==> src/rtl/core/bplru_pkg.sv <==
// Shared constants and types for the bit-PLRU cache tag tracker.
package bplru_pkg;

  localparam int unsigned SETS_DEF     = 16;
  localparam int unsigned WAYS_DEF     = 4;
  localparam int unsigned TAG_BITS_DEF = 10;

  localparam int unsigned SET_IDX_W = 4;
  localparam int unsigned IN_TAG_W  = 10;
  localparam int unsigned WAY_OUT_W = 2;
  localparam int unsigned CNT_W     = 32;

  typedef enum logic [2:0] {
    ST_CLEAR  = 3'b001,
    ST_IDLE   = 3'b010,
    ST_LOOKUP = 3'b100
  } state_t;

endpackage

==> src/rtl/core/bplru_if.sv <==
// Valid/ready channel interfaces for lookup requests and lookup results.
interface bplru_in_if import bplru_pkg::*; ();
  logic                 valid;
  logic                 ready;
  logic [SET_IDX_W-1:0] set_index;
  logic [IN_TAG_W-1:0]  tag;

  modport source (output valid, output set_index, output tag, input ready);
  modport sink   (input valid, input set_index, input tag, output ready);
endinterface

interface bplru_out_if import bplru_pkg::*; ();
  logic                 valid;
  logic                 ready;
  logic                 hit;
  logic [WAY_OUT_W-1:0] way;
  logic [CNT_W-1:0]     hit_count;
  logic [CNT_W-1:0]     access_count;

  modport source (output valid, output hit, output way, output hit_count,
                  output access_count, input ready);
  modport sink   (input valid, input hit, input way, input hit_count,
                  input access_count, output ready);
endinterface

==> src/rtl/core/bit_plru_cache_tracker_unit.sv <==
// Tag store of a set-associative cache with bit-pseudo-LRU replacement.
// Each accepted word (set index, tag) returns one result word: hit flag, the
// way hit or filled, and wrapping hit and access counts. Tags, valid bits and
// used bits of a set share one row of a synchronous single-port-read memory.
// A lookup first reads the row into a register, then compares, picks the way
// and writes the row back; a new word is taken only once the last has left the
// LOOKUP state. The result sits in an output register, and a new word is taken
// while it waits. After reset a clearing pass writes every row before the
// first word is accepted.
module bit_plru_cache_tracker_unit import bplru_pkg::*; #(
  parameter int unsigned SETS     = SETS_DEF,
  parameter int unsigned WAYS     = WAYS_DEF,
  parameter int unsigned TAG_BITS = TAG_BITS_DEF
) (
  input  logic        clk,
  input  logic        rst_n,
  bplru_in_if.sink    in_ch,
  bplru_out_if.source out_ch
);

  localparam int unsigned SET_W  = (SETS > 1) ? $clog2(SETS) : 1;
  localparam int unsigned WAY_W  = $clog2(WAYS);
  localparam int unsigned IDX_N  = 2 ** SET_IDX_W;

  typedef struct packed {
    logic [WAYS-1:0]                used;
    logic [WAYS-1:0]                valid;
    logic [WAYS-1:0][TAG_BITS-1:0]  tags;
  } row_t;

  row_t row_mem [SETS];
  row_t rd_row_r;

  state_t state_r, state_nxt;
  logic [SET_W-1:0]    clr_cnt_r;
  logic [SET_W-1:0]    set_r;
  logic [TAG_BITS-1:0] tag_r;
  logic [SET_W-1:0]    set_tab [IDX_N];

  logic [CNT_W-1:0] hits_r, hits_nxt;
  logic [CNT_W-1:0] acc_r, acc_nxt;

  logic                 out_valid_r;
  logic                 out_hit_r;
  logic [WAY_OUT_W-1:0] out_way_r;

  logic            in_fire;
  logic            lk_go;
  logic            hit;
  logic [WAY_W-1:0] hit_way;
  logic [WAY_W-1:0] fill_way;
  logic [WAY_W-1:0] sel;
  logic [WAYS-1:0] sel_oh;
  logic [WAYS-1:0] used_set;
  row_t            wb_row;
  logic            wr_en;
  logic [SET_W-1:0] wr_addr;
  row_t            wr_row;

  for (genvar i = 0; i < IDX_N; i++) begin : g_set_tab
    localparam int unsigned SET_MOD = i % SETS;
    assign set_tab[i] = SET_W'(SET_MOD);
  end

  assign in_ch.ready = (state_r == ST_IDLE);
  assign in_fire     = in_ch.valid && in_ch.ready;
  assign lk_go       = (state_r == ST_LOOKUP) && (!out_valid_r || out_ch.ready);

  always_comb begin
    hit     = 1'b0;
    hit_way = '0;
    for (int w = WAYS - 1; w >= 0; w--) begin
      if (rd_row_r.valid[w] && (rd_row_r.tags[w] == tag_r)) begin
        hit     = 1'b1;
        hit_way = WAY_W'(w);
      end
    end
    fill_way = '0;
    for (int w = 0; w < WAYS; w++) begin
      if (!rd_row_r.used[w]) begin
        fill_way = WAY_W'(w);
      end
    end
    sel    = hit ? hit_way : fill_way;
    sel_oh = WAYS'(1) << sel;

    used_set = rd_row_r.used | sel_oh;
    wb_row   = rd_row_r;
    wb_row.used  = (&used_set) ? sel_oh : used_set;
    wb_row.valid = rd_row_r.valid | sel_oh;
    if (!hit) begin
      wb_row.tags[sel] = tag_r;
    end

    hits_nxt = hits_r + CNT_W'(hit);
    acc_nxt  = acc_r + CNT_W'(1);
  end

  always_comb begin
    wr_en   = 1'b0;
    wr_addr = set_r;
    wr_row  = wb_row;
    if (state_r == ST_CLEAR) begin
      wr_en   = 1'b1;
      wr_addr = clr_cnt_r;
      wr_row  = '0;
    end else if (lk_go) begin
      wr_en = 1'b1;
    end
  end

  always_comb begin
    state_nxt = state_r;
    unique case (state_r)
      ST_CLEAR: begin
        if (clr_cnt_r == SET_W'(SETS - 1)) state_nxt = ST_IDLE;
      end
      ST_IDLE: begin
        if (in_fire) state_nxt = ST_LOOKUP;
      end
      ST_LOOKUP: begin
        if (lk_go) state_nxt = ST_IDLE;
      end
      default: state_nxt = ST_CLEAR;
    endcase
  end

  always_ff @(posedge clk) begin
    if (wr_en) begin
      row_mem[wr_addr] <= wr_row;
    end
    if (in_fire) begin
      rd_row_r <= row_mem[set_tab[in_ch.set_index]];
      set_r    <= set_tab[in_ch.set_index];
      tag_r    <= TAG_BITS'(in_ch.tag);
    end
    if (lk_go) begin
      out_hit_r <= hit;
      out_way_r <= WAY_OUT_W'(sel);
    end
  end

  always_ff @(posedge clk) begin
    if (!rst_n) begin
      state_r     <= ST_CLEAR;
      clr_cnt_r   <= '0;
      hits_r      <= '0;
      acc_r       <= '0;
      out_valid_r <= 1'b0;
    end else begin
      state_r <= state_nxt;
      if (state_r == ST_CLEAR) begin
        clr_cnt_r <= clr_cnt_r + SET_W'(1);
      end
      if (lk_go) begin
        hits_r      <= hits_nxt;
        acc_r       <= acc_nxt;
        out_valid_r <= 1'b1;
      end else if (out_ch.ready) begin
        out_valid_r <= 1'b0;
      end
    end
  end

  assign out_ch.valid        = out_valid_r;
  assign out_ch.hit          = out_hit_r;
  assign out_ch.way          = out_way_r;
  assign out_ch.hit_count    = hits_r;
  assign out_ch.access_count = acc_r;

  a_fire_to_lookup: assert property (@(posedge clk) disable iff (!rst_n)
    in_fire |=> (state_r == ST_LOOKUP))
    else $error("accepted word did not start a lookup");

  a_go_loads_out: assert property (@(posedge clk) disable iff (!rst_n)
    lk_go |=> (out_valid_r && (acc_r == $past(acc_r) + CNT_W'(1))))
    else $error("result not loaded or access count not advanced");

  a_hit_count_step: assert property (@(posedge clk) disable iff (!rst_n)
    lk_go |=> (hits_r == $past(hits_r) + CNT_W'($past(hit))))
    else $error("hit count out of step with hit flag");

  a_used_not_full: assert property (@(posedge clk) disable iff (!rst_n)
    lk_go |-> !(&wb_row.used))
    else $error("write-back leaves every used bit of the set high");

  a_no_fire_in_clear: assert property (@(posedge clk) disable iff (!rst_n)
    (state_r == ST_CLEAR) |-> !wr_en || (wr_addr == clr_cnt_r))
    else $error("clearing pass wrote the wrong row");

endmodule

==> src/flat_wrapper.sv <==
// flat-port wrapper written by rule: the top's interface ports become plain ports
module bit_plru_cache_tracker_unit_flat import bplru_pkg::*;
#(
  parameter int unsigned SETS     = SETS_DEF,
  parameter int unsigned WAYS     = WAYS_DEF,
  parameter int unsigned TAG_BITS = TAG_BITS_DEF
)
  (clk, rst_n, in_ch_valid, in_ch_set_index, in_ch_tag, in_ch_ready, out_ch_valid, out_ch_hit, out_ch_way, out_ch_hit_count, out_ch_access_count, out_ch_ready);
  bplru_in_if in_ch_i ();
  bplru_out_if out_ch_i ();
  input  logic clk;
  input  logic rst_n;
  input wire logic [$bits(in_ch_i.valid)-1:0] in_ch_valid;
  input wire logic [$bits(in_ch_i.set_index)-1:0] in_ch_set_index;
  input wire logic [$bits(in_ch_i.tag)-1:0] in_ch_tag;
  output wire logic [$bits(in_ch_i.ready)-1:0] in_ch_ready;
  output wire logic [$bits(out_ch_i.valid)-1:0] out_ch_valid;
  output wire logic [$bits(out_ch_i.hit)-1:0] out_ch_hit;
  output wire logic [$bits(out_ch_i.way)-1:0] out_ch_way;
  output wire logic [$bits(out_ch_i.hit_count)-1:0] out_ch_hit_count;
  output wire logic [$bits(out_ch_i.access_count)-1:0] out_ch_access_count;
  input wire logic [$bits(out_ch_i.ready)-1:0] out_ch_ready;
  assign in_ch_i.valid = in_ch_valid;
  assign in_ch_i.set_index = in_ch_set_index;
  assign in_ch_i.tag = in_ch_tag;
  assign in_ch_ready = in_ch_i.ready;
  assign out_ch_valid = out_ch_i.valid;
  assign out_ch_hit = out_ch_i.hit;
  assign out_ch_way = out_ch_i.way;
  assign out_ch_hit_count = out_ch_i.hit_count;
  assign out_ch_access_count = out_ch_i.access_count;
  assign out_ch_i.ready = out_ch_ready;
  bit_plru_cache_tracker_unit #(.SETS(SETS), .WAYS(WAYS), .TAG_BITS(TAG_BITS)) u_core (.clk(clk), .rst_n(rst_n), .in_ch(in_ch_i), .out_ch(out_ch_i));
endmodule
==> config.mk <==
export PLATFORM = sky130hd
export DESIGN_NAME = bit_plru_cache_tracker_unit_flat
export DESIGN_NICKNAME = d
export VERILOG_FILES = /design/src/rtl/core/bplru_pkg.sv /design/src/rtl/core/bplru_if.sv /design/src/rtl/core/bit_plru_cache_tracker_unit.sv /design/src/flat_wrapper.sv
export SDC_FILE = /design/constraint.sdc
export NUM_CORES = 1
export LEC_CHECK = 0
export ABC_AREA = 0
export BUFFER_PORTS_ARGS = -buffer_cell sky130_fd_sc_hd__clkbuf_2
export CAP_MARGIN = 20
export CORE_MARGIN = 3
export CORE_UTILIZATION = 55
export CTS_CLUSTER_SIZE = 8
export DETAILED_ROUTE_END_ITERATION = 10
export PLACE_DENSITY = 0.72
export SYNTH_ARGS = -nofsm -noshare
export SYNTH_HDL_FRONTEND = slang
export SYNTH_SLANG_ARGS = --single-unit
==> constraint.sdc <==
create_clock -name clk -period 10.4 [get_ports clk]
set_clock_uncertainty 0.15 [all_clocks]
set_input_delay 1.04 -clock clk [delete_from_list [all_inputs] [get_ports clk]]
set_output_delay 1.04 -clock clk [all_outputs]
set_load 0.05 [all_outputs]
# == Word level (Yosys, flattened, before mapping) ==
# Memories as Yosys holds them, arrays and structs flattened. A register that Yosys moved wholly into a read port is not among the register bits.
# Index checks and enable logic that the tools add are counted.
# word_totals
register_bits,89
mem_bits_ro,64
ramBits,768
out_inout_bits,69
memories,2
# classes
n_eq_ne,11
n_lt_le_gt_ge,3
n_shift,1
bitwise_logic,3
n_reduce_logical,12
muxes,31
n_addsub,3
# mem_list
memory,words,width,rd,rd_ports_with_merged_regs,write_ports,line_no,text
u_core.row_mem,16,48,1,1,1,bit_plru_cache_tracker_unit.sv:31,row_t row_mem [SETS];
(no name shown),16,4,1,0,0,bit_plru_cache_tracker_unit.sv:133,rd_row_r <= row_mem[set_tab[in_ch.set_index]];
# ops
cell,count
two-way mux 48 bit,1
bitwise mux 40 bit,1
equality test 10 bit,4
two-way mux 40 bit,1
adder 32 x 1 -> 32 bit,1
adder 32 x 1 -> 32 bit (second input constant),1
demux 10 bit (select 2 bit),1
two-way mux 4 bit,4
two-way mux 2 bit,7
two-way mux 1 bit,11
two-way mux 10 bit,1
two-way mux 3 bit,3
case mux 3 bit (3 select lines),1
bitwise OR 4 bit,2
logical AND 1 bit,7
>= comparator 5 bit (second input constant),1
inverter 4 -> 5 bit,1
adder 4 x 1 -> 4 bit (second input constant),1
equality test 4 bit (second input constant),1
!= test 2 bit (second input constant),2
AND reduction 4 bit,1
left shift 1 x 2 -> 4 bit (first input constant),1
equality test 3 x 1 -> 1 bit (second input constant),1
equality test 3 x 2 -> 1 bit (second input constant),1
8 further kinds,8

# == Depth between registers and ports, before layout ==
# depth
ltp_word,14
ltp_mapped,13

# == Worst setup path before layout ==
# OpenSTA, ideal clock, no wires.
# synth_path
path_kind,input port to flip-flop
from,in out_ch_ready
to,mem u_core.row_mem[13][0] (netlist bit) (enable)
setup_time_ps,454
t_arrival_ps,4183
setup_slack_ps,5613
t_required_ps,9796
cell_stages,8
cell_sequence,nand2b_1 nand2_1 inv_1 clkbuf_1 nand2_1 nor2_1 a21oi_1 nor2_1
# synth_via
elab_chain_len,6
# synth_rtl
element,line_no,text
from (decl),flat_wrapper.sv:22,input wire logic [$bits(out_ch_i.ready)-1:0] out_ch_ready;
logical OR 1 bit,bit_plru_cache_tracker_unit.sv:67,assign lk_go = (state_r == ST_LOOKUP) && (!out_valid_r || out_ch.ready);
logical AND 1 bit,bit_plru_cache_tracker_unit.sv:67,
named net u_core.lk_go,bit_plru_cache_tracker_unit.sv:48,logic lk_go;
two-way mux 1 bit,bit_plru_cache_tracker_unit.sv:107,end else if (lk_go) begin
two-way mux 1 bit,bit_plru_cache_tracker_unit.sv:103,if (state_r == ST_CLEAR) begin
two-way mux 1 bit,bit_plru_cache_tracker_unit.sv:129,if (wr_en) begin
two-way mux 1 bit (implied by the code),bit_plru_cache_tracker_unit.sv:130,row_mem[wr_addr] <= wr_row;
to (decl),bit_plru_cache_tracker_unit.sv:31,
# The timed path passes the listed nets, and every way through them passes these cells.

==> run metrics <==
status=complete, no violations; CTS root buf=clkbuf_16; Routed Wire Length=79200 um; WHS Endpoint=u_core.out_ch.hit_count[29]$_SDFFE_PN0P_; Resize count post-CTS=0; total design power=8.08 mW; PD cells=199 mW/mm^2; CP Capture Type=flop; flop and latch count out of synthesis=905; min Tclk post-route=4.24 ns; hold depth=2; Reg-to-Reg Start=u_core.tag_r[7]$_DFFE_PP_; number of global-route vias before repair=18200; global route total overflow=0; internal reg-to-reg setup slack=6.16 ns; 1st-iter DRT viols=2018; WL per Instance=28.7 um; Top FF cell, synth=edfxtp_1; final setup fails=0; Crit Reg-Reg Endpoint=u_core.row_mem[11][37]$_DFFE_PP_; sequential area share after synthesis=0.744; Post-synth EDFFs=833; Crit Path Max Fanout=16; Hold Crit Start=u_core.out_ch.hit_count[29]$_SDFFE_PN0P_; critical path class=flop to flop; Critical Path RT=10.60 ns; hold_ws=0.356 ns; routed vias=17800; Comb pwr share=0.034; syn_nets=1749; Least-Margin Pin Slew=~1.1 ns; Slew Limit Fails=0; Internal=6.47 mW; die span in x=260 um; share of cells above drive strength 1=0.282; CTS tree=yes; setup TNS=0 ns; Num CTS Buffers=131; ANT cells=0; Hold WC Path Type=flop to flop; leakage power=13.6 nW; GPL Wtd Cong=0.763; synthesized area per cell=20.6 um^2; setup bufs post-CTS=0; global-route wire length before repair=118000 um; most frequent cells in the layout=edfxtp_1 (833), mux4_2 (240), clkbuf_16 (137); f_max=236 MHz; Peak VDD IR=between 0.2 and 0.25 mV; Synth async-reset ratio=0; FP Rows=92; Flop pwr share=0.498; startpoint types=flop; Vias per Instance=~6.4; final hold vios=0; All-Layer GR Usage=0.241; max-cap violations=0; arrival time at the worst endpoint=4.44 ns; synthesized netlist cell count=1727; Net Sw Power=1.61 mW; worst reg-to-reg path cell count=7; Die H=260 um; most common cell after layout, fill and taps aside=edfxtp_1; hold buffer count at CTS=0; clock share of power=0.467; Core Footprint=0.0635 mm^2; fin util=0.641; I/O Pins=87; pin count of the biggest net entering global routing=~110; drt pass-1 iters=5; Starting Density=0.560; die footprint=slightly below 0.07 mm^2; DRC Markers=0; Post-DRT Antenna Nets=0; Final period util=0.408; synth warn=0; Num Clock Sinks=around 900; slew margin rel.=0.256; H-tree levels=4; Clock Pin Slew Worst Setup and Hold Paths=0.05 ns; Detailed Place HPWL=approximately 37000 um; RSZ-0062 raised after global routing=no; library cells used by synthesis=54; Sw Ratio=0.200; Nets=1913; Setup crit start=u_core.tag_r[7]$_DFFE_PP_; antenna violations before repair=0; Longest Clk Path Bufs=3; clk_lat worst skew=0.70 ns; Port Buf Inserts=86; Syn-to-layout area delta=14.4%; Mapped Area=0.0356 mm^2
## worst max-delay path: stages, from the launching register on
cell	delay, ns
edfxtp_1	0.79
xnor2_1	0.16
nand4_1	0.25
or3_1	0.25
and2_0	0.34
nor3b_4	0.96
mux2i_1	0.19
nor2_1	0.78
## layout make-up
| type | instances | area, um^2 |
|---|---|---|
| clock inverter | 10 | 125 |
| inverter | 12 | 45.0 |
| sequential | 905 | 26500 |
| tap | 846 | 1060 |
| fill | 4171 | 22800 |
| timing repair buffer | 117 | 717 |
| multi-input combinational | 724 | 8820 |
| clock buffer | 150 | 3480 |
## flip-flops by register name, summed over array words and instances, names as in the netlist
signal / count
u_core.out_ch.hit: 1
u_core.row_mem: 768
u_core.out_ch.hit_count: 32
u_core.state_r: 3
u_core.tag_r: 10
u_core.out_ch.valid: 1
u_core.set_r: 4
u_core.out_ch.way: 2
u_core.out_ch.access_count: 32
u_core.rd_row_r: 48
u_core.clr_cnt_r: 4
## kinds of logic after synthesis
family / after synthesis / synth area share
AO/OA/AOI/OAI: 51 / 0.00982
XOR/XNOR: 96 / 0.0236
adder cells (fa/ha/maj): 4 / 0.00141
buffers and inverters: 98 / 0.0120
flip-flops: 905 / 0.744
multiplexers: 282 / 0.164
AND/OR/NAND/NOR: 291 / 0.0453
## power by group through the flow
| stage | Sequential (mW) | Clock [mW] | Combinational [mW] |
|---|---|---|---|
| global route | 4.02 | 3.99 | 0.294 |
| finish | 4.02 | 3.78 | 0.278 |
| global placement | 4.09 | 0 | 0.277 |
| floorplan | 4.09 | 0 | 0.198 |
| detailed placement | 4.09 | 0 | 0.280 |
| CTS | 4.02 | 3.84 | 0.282 |
## per-stage QoR
stage	instances	setup WS (ns)	cell area, um^2
2_1_floorplan	1727	5.61	35600
3_3_place_gp	2601	6.09	37100
3_5_place_dp	2601	6.01	37100
4_1_cts	2761	6.14	40700
5_1_grt	2764	5.99	40700
6_report	2764	6.16	40700
## per-layer routing
layer,global-route usage,vias to the layer above,part of all wire
met4,0.0838,0,0.023
met5,0,-,0
met2,0.375,875,0.49
li1,-,7321,-
met1,0.345,9409,0.40
met3,0.0497,151,0.086
## how the worst max path moves through the flow
| stage | end | slack, ns | cells past startpoint |
|---|---|---|---|
| finish | u_core.row_mem[11][37]$_DFFE_PP_ | 6.16 | 7 |
| global route | u_core.row_mem[9][30]$_DFFE_PP_ | 5.99 | 7 |
| CTS | u_core.row_mem[5][44]$_DFFE_PP_ | 6.14 | 7 |
| detailed placement | u_core.row_mem[5][22]$_DFFE_PP_ | 6.01 | 9 |
| global placement | u_core.row_mem[5][22]$_DFFE_PP_ | 6.09 | 9 |
| floorplan | u_core.row_mem[13][0]$_DFFE_PP_ | 5.61 | 8 |
## cells in the mapped netlist (12+ instances only)
cell type,instances,area (um^2)
dfxtp_1,72,1440
edfxtp_1,833,25000
inv_1,12,45.0
clkbuf_1,46,173
nand4_1,27,169
mux4_2,240,5410
buf_2,29,145
nor2_1,76,285
xnor2_1,82,718
and2_1,53,332
mux2i_1,40,400
nand3_1,28,140
xor2_1,14,123
nand2_1,38,143
(Power assumes the default switching activity.)
